File: src/rtl/cvn_div.sv
`timescale 1ns / 1ps
// ----------------------------------------------------------------------------
// cvn_div
// Pipelined restoring divider, one quotient bit per stage.
// ----------------------------------------------------------------------------
module cvn_div #(
   parameter int DVD_W = 63,
   parameter int DVS_W = 32,
   parameter int QUO_W = 32
) (
   input  logic             clock,
   input  logic             adv,
   input  logic [DVD_W-1:0] dividend,
   input  logic [DVS_W-1:0] divisor,
   output logic [QUO_W-1:0] quotient
);

   logic [DVS_W-1:0] rem_ff [QUO_W];
   logic [QUO_W-1:0] lo_ff  [QUO_W];
   logic [DVS_W-1:0] dvs_ff [QUO_W];

   for (genvar i = 0; i < QUO_W; i++) begin : g_stage
      logic [DVS_W-1:0] rem_src, dvs_src, rem_in;
      logic [QUO_W-1:0] lo_src, lo_in;
      logic [DVS_W:0]   rem_try;
      logic             ge;

      if (i == 0) begin : g_first
         assign rem_src = DVS_W'(dividend[DVD_W-1:QUO_W]);
         assign lo_src  = dividend[QUO_W-1:0];
         assign dvs_src = divisor;
      end else begin : g_next
         assign rem_src = rem_ff[i-1];
         assign lo_src  = lo_ff[i-1];
         assign dvs_src = dvs_ff[i-1];
      end

      assign rem_try = {rem_src, lo_src[QUO_W-1]};
      assign ge      = rem_try >= {1'b0, dvs_src};
      assign rem_in  = ge ? DVS_W'(rem_try - {1'b0, dvs_src}) : rem_try[DVS_W-1:0];
      assign lo_in   = {lo_src[QUO_W-2:0], ge};

      always_ff @(posedge clock) begin
         if (adv) begin
            rem_ff[i] <= rem_in;
            lo_ff[i]  <= lo_in;
            dvs_ff[i] <= dvs_src;
         end
      end
   end

   assign quotient = lo_ff[QUO_W-1];

endmodule

File: config.mk
export PLATFORM = sky130hd
export DESIGN_NAME = cvn_div
export DESIGN_NICKNAME = d
export VERILOG_FILES = /design/src/rtl/cvn_div.sv
export SDC_FILE = /design/constraint.sdc
export NUM_CORES = 2
export LEC_CHECK = 0
export BUFFER_PORTS_ARGS = -buffer_cell sky130_fd_sc_hd__buf_2
export CAP_MARGIN = 10
export CORE_MARGIN = 2
export CORE_UTILIZATION = 45
export CTS_BUF_LIST = sky130_fd_sc_hd__clkbuf_16
export DETAILED_ROUTE_END_ITERATION = 16
export GPL_TIMING_DRIVEN = 0
export HOLD_SLACK_MARGIN = 0.1
export PLACE_DENSITY = 0.7
export SLEW_MARGIN = 20
export SYNTH_ARGS = -nofsm -noshare
export SYNTH_HDL_FRONTEND = slang
export SYNTH_SLANG_ARGS = --single-unit
File: constraint.sdc
create_clock -name clock -period 4.5 [get_ports clock]
set_input_delay 0.225 -clock clock [delete_from_list [all_inputs] [get_ports clock]]
set_output_delay 0.225 -clock clock [all_outputs]
set_load 0.03 [all_outputs]
# [After elaboration in Yosys (flattened, before gate mapping)]
# Memory sizes are Yosys's and may differ from the RTL's.
# Index checks and enable logic that the tools add are counted.
[word_totals] ff_bits=0 mem_count=3 output_inout_bits=32 wordCells=101 ramBits=3072 in_bits=97
[memory_table] memory="dvs_ff" words=32 width=32 rd=31 rd_ports_with_merged_regs=0 wr=32 line="20" rtl="logic [DVS_W-1:0] dvs_ff [QUO_W];"
[memory_table] memory="lo_ff" words=32 width=32 rd=32 rd_ports_with_merged_regs=0 wr=32 line="19" rtl="logic [QUO_W-1:0] lo_ff [QUO_W];"
[memory_table] memory="rem_ff" words=32 width=32 rd=31 rd_ports_with_merged_regs=0 wr=32 line="18" rtl="logic [DVS_W-1:0] rem_ff [QUO_W];"
[classes] muxes=34 add_sub_neg=32 order_cmp=32
[ops] operator="32-bit 2-to-1 mux" n=32
[ops] operator="32-bit subtractor" n=32
[ops] operator="33-bit by 32-bit >= comparator with 1-bit output" n=31
[ops] operator="32-bit >= comparator" n=1
[ops] operator="1-bit 2-to-1 mux" n=2

# [Longest topological paths before layout]
# An unclocked memory read counts as a cell.
[logic_depth] depth_word=3 depth_mapped=16 ltp_nobuf=14

# [Worst setup path after synthesis]
# No wires, ideal clock.
[synth_timing] path_type="register -> register" start="mem dvs_ff[9][1]" end="mem rem_ff[10][14] (data pin)" required_ps=4240 stages_incl_launch_ff=14 path_buffers=1 path_slack_ps=1112 setup_time_ps=260 arrival_time_ps=3128 synth_period_minus_slack_ps=3388 cell_sequence="edfxtp_1 inv_1 ha_1 nor2b_1 o21a_1 a311o_1 a311oi_4 o211a_4 o211ai_2 and3_4 o31ai_4 nand3_4 buf_6 mux2_4"
[synth_lines] element="start: declaration" line="20"
[synth_lines] element="end: declaration" line="18"

==> results.cfg <==
[outcome]
run_status = finished clean

[sta]
tightest_slew_ns = 1.05
min_period_ns = 4.37
post-route-period-util_pct = 97.1
setup_slack_ns = 0.132
finClkSkew_ns = 0.0424
setup_viol = 0
final_max_slew_viol_count = 0
fmax_mhz = 229
rsz0062_at_grt = no
maxSlewHeadroom_pct = 29.2
hold_violations = 0
fin_worst_hold_slack_ns = 0.193

[setup_path]
arrival_ns = 5.03
critPathCaptureType = register
worstSetupPathType = register to register
crit_fanout = 10
reg2regPathDepth = 14
required_ns = 5.16
start_kind = register

[power]
leakagePower_nw = 69.8
finalPower_w = 0.126
pwr-share-seq_pct = 35.3
comb_power_share_pct = 43.0
power.share.switching_pct = 36.7
powerDensity_nw_per_um2 = 726
power.share.clock_pct = 21.7
p_int_w = 0.0799
power.switching_w = 0.0463
ir_drop_mv = 0.401

[clocking]
cts_buffers = 334
clk_path_buf_depth = 4
cts_sinks = 3008
cts.clk_slew.worst_paths_ns = 0.06
htree_num_levels = 5
root_buffer = clkbuf_16
cts_tree = built
worstSkewPairLatency_ns = 0.94

[placement]
placedCellCount = 17300
place_ws_ns = -0.241
hpwl_um = 243000
io_buffers = 128
place_congestion = 0.917

[route]
drc = 0
drt_wl_total_um = 329000
routed_via_density = 5.37
dr.first_iter.drc_count = 7166
vias = 97100
wl_per_cell_um = 18.2
firstDrtPassIters = 6
ant_nets = 0

[synth]
ys.flop_type = edfxtp_1
yosysWarnings = 0
syn_avg_cell_area_um2 = 12.2
syn_area_um2 = 154000
seq_area_frac_synth_pct = 58.7
synth_seq_cells = 3008
synth_cell_types = 115
synthCells = 12600
synth_nets = 13800
synth-async-reset-ratio_pct = 0
synth_edf_count = 3008

[min_path]
hold_path.class = input pin to register
hold_depth = 3

[final_layout]
nFillCells = 29400
areaGrowthSynthToFinish_pct = 13.0
mostFrequentLayoutCell = edfxtp_1
mostFrequentLayoutCells = edfxtp_1, inv_1, ha_1, a21oi_1, nand2_1
final_util_pct = 51.2
fin_nets = 14400
drive_above_1_share_pct = 8.75
instances_no_fill = 18100

[global_routing]
grtUsageTotal_pct = 18.6
grt_overflow = 0
grt_max_degree = 165
grt_antenna_before_repair = 2
grt_pass1_vias = 93700
grt_pass1_wl_um = 515000

[floorplan]
dieArea_um2 = 347000
die_y_um = 589
rows = 214
start_util_pct = 45.3
io_pins = 129
coreArea_um2 = 340000
chipWidth_um = 589

[job]
cap_violations = 0
-- timing repair --
item,CTS,global route
endpoints found under the hold margin,264,0
hold buffers,183,0
pin swaps,1,1
resized for setup,5,32
buffers inserted,1,2
endpoints found under the setup margin,63,189
-- kinds of logic after synthesis --
| family | Yosys count | synth area share [%] |
|---|---|---|
| AO/OA/AOI/OAI | 3209 | 13.0 |
| flip-flops | 3008 | 58.7 |
| AND/OR/NAND/NOR | 2566 | 7.92 |
| buffers and inverters | 1536 | 3.86 |
| adder cells (fa/ha/maj) | 1055 | 8.73 |
| XOR/XNOR | 840 | 4.78 |
| multiplexers | 404 | 2.98 |
-- worst max-delay path, stage by stage (launching register included) --
cell,delay (ns)
edfxtp_1,0.49
inv_1,0.08
ha_1,0.38
nand3_1,0.16
or2_1,0.28
or3_1,0.47
a211oi_2,0.40
nor3_2,0.14
o21ai_2,0.23
a221o_1,0.24
a21o_1,0.19
nor4b_2,0.07
a21oi_4,0.25
buf_4,0.31
mux2_1,0.42
-- registers in the layout, summed over array words and instances, names as in the netlist --
register	count
lo_ff	1024
dvs_ff	992
rem_ff	992
-- through the flow --
stage | setup TNS (ns) | area (µm²)
finish | 0 | 174000
detailed placement | -7.61 | 161000
CTS | 0 | 174000
floorplan | 0 | 154000
global route | 0 | 174000
global placement | - | 160000
-- cells in the mapped netlist (31+ instances only) --
| library cell | n | area [µm²] |
|---|---|---|
| a211oi_1 | 68 | 510 |
| a21o_1 | 495 | 3720 |
| a21oi_1 | 979 | 4900 |
| a31oi_1 | 81 | 507 |
| and2_1 | 38 | 238 |
| and3_1 | 82 | 513 |
| buf_2 | 63 | 315 |
| clkbuf_1 | 161 | 604 |
| edfxtp_1 | 3008 | 90300 |
| fa_1 | 31 | 621 |
| ha_1 | 1024 | 12800 |
| inv_1 | 1283 | 4820 |
| mux2_1 | 41 | 462 |
| mux2_2 | 313 | 3520 |
| nand2_1 | 860 | 3230 |
| nand2b_1 | 144 | 901 |
| nand3_1 | 194 | 971 |
| nand4_1 | 140 | 876 |
| nor2_1 | 619 | 2320 |
| nor2b_1 | 165 | 1030 |
| nor3_1 | 122 | 611 |
| nor4_1 | 42 | 263 |
| o211ai_1 | 48 | 360 |
| o21a_1 | 128 | 961 |
| o21ai_0 | 804 | 4020 |
| o21ai_1 | 57 | 285 |
| o21bai_1 | 121 | 908 |
| o31ai_1 | 63 | 473 |
| or3_1 | 36 | 225 |
| xnor2_1 | 500 | 4380 |
| xor2_1 | 340 | 2980 |
-- per-layer routing --
layer	track usage (%)	up-vias	share of wire, %
li1	-	47900	-
met2	30.9	2399	47
met4	7.12	0	4.0
met5	0	-	0
met3	2.58	670	5.1
met1	24.7	46200	44
-- worst paths after layout --
kind | startpoint | end | slack, ns
max | dvs_ff[17][22]$_DFFE_PP_ | rem_ff[18][25]$_DFFE_PP_ | 0.13
max reg2reg | dvs_ff[17][22]$_DFFE_PP_ | rem_ff[18][25]$_DFFE_PP_ | 0.13
min | dividend[48] | rem_ff[0][17]$_DFFE_PP_ | 0.19
min reg2reg | lo_ff[18][5]$_DFFE_PP_ | lo_ff[19][6]$_DFFE_PP_ | 0.39
-- area by class of cell --
cell class                 instances  area [µm²]  area share, %
tap                             4536        5680           3.26
sequential                      3008       90300           51.9
antenna                            3        7.51        0.00432
multi-input combinational       8074       57700           33.2
clock buffer                     340        8510           4.89
inverter                        1286        4830           2.78
timing repair buffer             336        3120           1.79
clock inverter                   262        2600           1.50
buffer                           249        1120          0.647
-- power groups by stage --
stage                     clock network, W  registers (W)  logic, W
after floorplan                          0         0.0430    0.0406
after global placement                   0         0.0474    0.0523
after detailed placement                 0         0.0450    0.0531
after CTS                           0.0282         0.0445    0.0538
after global routing                0.0293         0.0451    0.0602
final                               0.0274         0.0446    0.0542
(Power assumes the default switching activity.)
