**src/rtl/cvn_pkg.sv**
```systemverilog
`timescale 1ns / 1ps
// ----------------------------------------------------------------------------
// cvn_pkg
// Shared widths, pipeline stage numbers, codes and types of the norm clipper.
// ----------------------------------------------------------------------------
package cvn_pkg;

   localparam int FRAC_BITS_DEF = 16;
   localparam int VEC_W         = 32;
   localparam int BOUND_W       = 31;
   localparam int SUM_W         = 2 * VEC_W;
   localparam int ROOT_W        = SUM_W / 2;
   localparam int CSR_ADDR_W    = 3;
   localparam int CSR_DATA_W    = 32;
   localparam logic [BOUND_W-1:0] BOUND_RESET = BOUND_W'(65536);

   // pipeline stage numbers, stage 0 is the input register
   localparam int SUM_STAGE  = 2;
   localparam int ROOT_STAGE = SUM_STAGE + ROOT_W;
   localparam int FDIV_STAGE = ROOT_STAGE + 2;
   localparam int SEL_STAGE  = FDIV_STAGE + VEC_W;
   localparam int OUT_STAGE  = SEL_STAGE + 1;

   typedef enum logic {
      CMD_FORWARD  = 1'b0,
      CMD_BACKWARD = 1'b1
   } cmd_type;

   typedef enum logic {
      CSR_NORM_BOUND = 1'b0
   } csr_index_type;

   typedef struct packed {
      cmd_type cmd;
      logic    clip;
      logic    zero;
   } lane_ctrl_type;

endpackage

```
**src/rtl/cvn_sqrt.sv**
```systemverilog
`timescale 1ns / 1ps
// ----------------------------------------------------------------------------
// cvn_sqrt
// Pipelined integer square root, one root bit per stage.
// ----------------------------------------------------------------------------
module cvn_sqrt (
   input  logic                        clock,
   input  logic                        adv,
   input  logic [cvn_pkg::SUM_W-1:0]   radicand,
   output logic [cvn_pkg::ROOT_W-1:0]  root
);

   localparam int SW = cvn_pkg::SUM_W;
   localparam int RW = cvn_pkg::ROOT_W;
   localparam int EW = RW + 3;

   logic [SW-1:0] xs_ff   [RW];
   logic [EW-1:0] rem_ff  [RW];
   logic [RW-1:0] root_ff [RW];

   for (genvar i = 0; i < RW; i++) begin : g_stage
      logic [SW-1:0] xs_src, xs_in;
      logic [EW-1:0] rem_src, rem_try, trial, rem_in;
      logic [RW-1:0] root_src, root_in;
      logic          ge;

      if (i == 0) begin : g_first
         assign xs_src   = radicand;
         assign rem_src  = '0;
         assign root_src = '0;
      end else begin : g_next
         assign xs_src   = xs_ff[i-1];
         assign rem_src  = rem_ff[i-1];
         assign root_src = root_ff[i-1];
      end

      assign rem_try = {rem_src[EW-3:0], xs_src[SW-1 -: 2]};
      assign trial   = EW'({root_src, 2'b01});
      assign ge      = rem_try >= trial;
      assign rem_in  = ge ? rem_try - trial : rem_try;
      assign root_in = {root_src[RW-2:0], ge};
      assign xs_in   = {xs_src[SW-3:0], 2'b00};

      always_ff @(posedge clock) begin
         if (adv) begin
            xs_ff[i]   <= xs_in;
            rem_ff[i]  <= rem_in;
            root_ff[i] <= root_in;
         end
      end
   end

   assign root = root_ff[RW-1];

endmodule

```
**config.mk**
```make
export PLATFORM = sky130hd
export DESIGN_NAME = cvn_sqrt
export DESIGN_NICKNAME = d
export VERILOG_FILES = /design/src/rtl/cvn_pkg.sv /design/src/rtl/cvn_sqrt.sv
export SDC_FILE = /design/constraint.sdc
export NUM_CORES = 2
export LEC_CHECK = 0
export BUFFER_PORTS_ARGS = -buffer_cell sky130_fd_sc_hd__buf_2
export CORE_MARGIN = 2
export CORE_UTILIZATION = 55
export DETAILED_ROUTE_END_ITERATION = 8
export HOLD_SLACK_MARGIN = 0.06
export PLACE_DENSITY = 0.8
export SYNTH_ARGS = -nofsm -noshare
export SYNTH_HDL_FRONTEND = slang
export SYNTH_MEMORY_MAX_BITS = 65536
export SYNTH_SLANG_ARGS = --single-unit
```
**constraint.sdc**
```tcl
create_clock -name clock -period 8.9 [get_ports clock]
set_clock_uncertainty 0.2 [all_clocks]
set_input_delay 1.78 -clock clock [delete_from_list [all_inputs] [get_ports clock]]
set_output_delay 1.78 -clock clock [all_outputs]
set_load 0.01 [all_outputs]
```
Yosys cells after proc, flatten, opt, wreduce, memory -nomap -nowiden:

Memories as Yosys holds them, arrays and structs flattened.
Cells that the tools add are included.

* $add $sub $neg: 32
* multiply operators: 0
* div/mod/pow operators: 0
* magnitude comparators: 32
* eq/ne operators: 0
* shift operators: 0
* muxes and demuxes: 34
* bitwise operators: 0
* reductions and logical operators: 0

Operators with widths (count)
* 2-to-1 mux 35 bit: 32
* >= comparator 35 x 34 -> 1 bit: 31
* subtractor 35 x 34 -> 35 bit: 31
* subtractor 2 x 1 -> 3 bit (second input constant): 1
* >= comparator 2 x 1 -> 1 bit (second input constant): 1
* 2-to-1 mux 1 bit: 2

* register bits after elaboration: 0
* bits in latches: 0
* bits in writable memories: 4128
* bits in read-only memories: 0
* memories: 3

Memory list
* xs_ff: words 32, width 62, read ports 31, clocked after memory_dff 0, write ports 32, line cvn_sqrt.sv:17 `logic [SW-1:0] xs_ff [RW];`
* rem_ff: words 32, width 35, read ports 31, clocked after memory_dff 0, write ports 32, line cvn_sqrt.sv:18 `logic [EW-1:0] rem_ff [RW];`
* root_ff: words 32, width 32, read ports 32, clocked after memory_dff 0, write ports 32, line cvn_sqrt.sv:19 `logic [RW-1:0] root_ff [RW];`

Logic depth before layout (Yosys ltp):

An unclocked memory read counts as a cell.

* depth after elaboration: 3
* mapped depth: 14
* gate-level depth less buffers: 12

Least setup slack after synthesis:

OpenSTA, ideal clock, no wires.

* path kind: register to register
* start: memory rem_ff[7][10] (netlist bit)
* end: memory rem_ff[8][30] (netlist bit), data pin
* library setup time: 0.266 ns
* arrival time: 3.138 ns
* slack: 5.296 ns
* cell stages (with the launch flop): 12
* clock period less this slack: 3.604 ns
* cells stage by stage: edfxtp_1 or4_4 or3_4 or4_4 or4_1 and4_1 and4_4 inv_2 o211ai_2 buf_6 nor4_4 xor2_1

RTL lines (line)
* from (decl): cvn_sqrt.sv:18

==> run summary <==
status = finished, final reports clean
Rows = 168
Worst slew margin = 15.6%
Syn Nets = 9624
Root Driver = clkbuf_16
Slew @ Worst Pin = 1.26 ns
CTS tree = done
Primary FF master, synth = edfxtp_1
CORE AREA = 210000 um2
Hold Path Class = flip-flop to flip-flop
cell area after synthesis = 116000 um2
Cells after Synth = 8997
YS warnings = 0
layout net count = 9869
Die Wd = 464 um
Die Footprint = 215000 um2
remaining routing DRC violations = 0
first-pass GRT wire length = 376000 um
initial antenna violation count = 1
DP HPWL = 167000 um
fin crit period = 4.61 ns
Routed wire per std cell = 19.4 um
area grow syn2layout = 10.8%
vias in the first global route = 69900
Power Density = 263 nW/um2
async set-reset flop share out of synthesis = 0%
Final Cell Area = 129000 um2
TritonCTS Sinks = 2494
cell leakage power = 49.3 nW
GPL Wtd Cong = 0.937
CP Class = flip-flop to flip-flop
CTS buffer count = 278
hold buffers post-CTS = 0
CP max FO = 29
Slew Viols, Final = 0
sequential fraction of the synthesis area = 64.3%
DR vias = 71000
Die Span Y = 464 um
Post-CTS Setup Bufs = 0
largest net degree at the start of global routing = 198
drt via density = 5.80
Gate power share = 20.7%
Ports = 98
sequential share of power = 46.9%
Net Sw Frac = 28.3%
Max-cap violations = 0
port bufs = 97
register area = 74900 um2
CTS Buffer Depth = 4
Critical Path Sink Type = flip-flop
Worst EP required = 9.33 ns
final hold violations = 0
Yosys top cell by area = edfxtp_1
Internal = 24.4 mW
area of the multi-input gates = 38200 um2
Seq cells post-synth = 2494
post-CTS resize count = 0
maximum clock frequency = 217 MHz
crit share post-route = 51.7%
H-tree Lvls = 5
Clock Latency Late Sink = 0.92 ns
Arrival @ worst endpoint = 5.04 ns
fillers = 15500
final global-route overflow total = 0
Yosys top cell area share = 64.3%
Initial DRT Pass Iterations = 8
worst vdd ir = 0.000234 V
final antenna-violating net count = 0
Post-Route WL = 237000 um
setup TNS = 0 ns
clk slew on worst S/H paths = 0.06 ns
Net Switching = 9.60 mW
Layout Utilization = 61.4%
post-synth cell types = 88
Mapped Avg Cell Area = 12.9 um2
startpoint types = flip-flop
layout cells sized above 1 = 7.76%
synth top area cells = edfxtp_1, ha_1, xor2_1, xnor2_1, inv_1
final setup violation count = 0
Post-synth EDFFs = 2494
clock share of power = 32.4%
number of DRC markers in iteration 0 = 6552
RSZ-0062 raised after global routing = false
GRT Total Usage = 21.7%
starting density of the core = 55.4%
area post-placement = 120000 um2
power by group through the flow:
stage,clock network (mW),logic [mW],registers (mW)
detailed placement,0,6.91,16.2
global route,11.7,7.78,16.1
global placement,0,6.77,16.1
CTS,11.3,6.98,15.9
floorplan,0,5.18,15.6
finish,11.0,7.02,15.9
area by class of cell:
| cell class | instances | area share [%] |
|---|---|---|
| Sequential cell | 2494 | 58.0 |
| Multi-Input combinational cell | 5601 | 29.6 |
| Clock buffer | 319 | 5.58 |
| Tap cell | 2805 | 2.72 |
| Inverter | 718 | 2.09 |
| Clock inverter | 146 | 1.15 |
| Timing Repair Buffer | 149 | 0.797 |
| Antenna cell | 2 | 0.00388 |
cell families (layout without fill, tap and decap cells):
logic type	Yosys count	count (layout)	share of synthesized area (%)
flip-flops	2494	2494	64.3
AO/OA/AOI/OAI	1843	1843	9.84
other	1	3	0.00322
multiplexers	103	103	0.986
XOR/XNOR	791	791	5.95
adder cells (fa/ha/maj)	561	561	6.03
AND/OR/NAND/NOR	2302	2302	9.93
buffers and inverters	902	1332	2.92
flip-flops by register name, summed over array words and instances, names as in the netlist:
signal	cells
root_ff	528
rem_ff	974
xs_ff	992
worst max-delay path, stage by stage, from the launching register on:
cell	delay (ns)
edfxtp_1	0.40
ha_1	0.39
o21a_1	0.18
o21a_1	0.13
o21ai_0	0.12
a21oi_1	0.29
o211ai_1	0.25
nand3b_1	0.95
nor3b_1	0.96
nand4b_1	0.25
xnor2_1	0.20
per-stage QoR:
| stage | hold slack, ns | setup slack (ns) | total power [mW] | cells |
|---|---|---|---|---|
| 2_1_floorplan | 0.200 | 5.30 | 20.8 | 8997 |
| 3_3_place_gp | 0.200 | 4.57 | 22.9 | 11800 |
| 3_5_place_dp | 0.205 | 4.46 | 23.1 | 11800 |
| 4_1_cts | 0.198 | 4.35 | 34.2 | 12200 |
| 5_1_grt | 0.209 | 4.12 | 35.6 | 12200 |
| 6_report | 0.196 | 4.29 | 34.0 | 12200 |
synthesized netlist by cell type (13+ instances only):
cell,n
a21o_1,245
nor2b_1,78
a21oi_1,536
nor4b_1,19
o31ai_1,64
a31oi_1,60
o211ai_1,30
a2111oi_0,13
buf_1,13
o21ai_0,496
nor2_1,516
and2_1,32
nand2b_1,107
or4_1,70
xor2_1,400
nand4b_1,15
and3_1,64
inv_1,717
a211o_1,18
nand4_1,106
xnor2_1,391
nand3b_1,20
clkbuf_1,163
o41ai_1,14
nor4_1,125
or2_2,49
nand2_1,582
a211oi_1,50
a21boi_0,20
o21a_1,102
nand3_1,141
or3_1,104
nor3_1,226
mux2_2,93
o21bai_1,56
edfxtp_1,2494
ha_1,561
placed cells by master, fill, tap and decap left out, drive strengths merged, types with 20 or more instances in the layout:
cell type / count
a211oi: 50
a21boi: 21
a21o: 245
a21oi: 536
a31oi: 60
and2: 32
and3: 64
buf: 149
bufinv: 27
clkbuf: 319
clkinv: 97
edfxtp: 2494
ha: 561
inv: 727
mux2: 93
nand2: 582
nand2b: 107
nand3: 141
nand3b: 20
nand4: 106
nor2: 516
nor2b: 78
nor3: 227
nor4: 129
o211ai: 31
o21a: 102
o21ai: 498
o21bai: 56
o31ai: 64
or2: 50
or3: 105
or4: 72
xnor2: 391
xor2: 400
layer usage:
metal | global-route usage (%) | vias up | share of wire, %
li1 | - | 33900 | -
met1 | 27.6 | 34500 | 41
met2 | 38.3 | 2114 | 51
met3 | 2.85 | 507 | 4.8
met4 | 7.44 | 0 | 3.3
met5 | 0 | - | 0
path summary, 6_finish.rpt:
kind | from | endpoint | slack [ns] | depth (start not counted)
max reg2reg | rem_ff[13][0]$_DFFE_PP_ | rem_ff[14][30]$_DFFE_PP_ | 4.29 | 10
min reg2reg | xs_ff[13][50]$_DFFE_PP_ | xs_ff[14][52]$_DFFE_PP_ | 0.20 | 0
max | rem_ff[13][0]$_DFFE_PP_ | rem_ff[14][30]$_DFFE_PP_ | 4.29 | 10
min | xs_ff[13][50]$_DFFE_PP_ | xs_ff[14][52]$_DFFE_PP_ | 0.20 | 0
(Power assumes the default switching activity.)
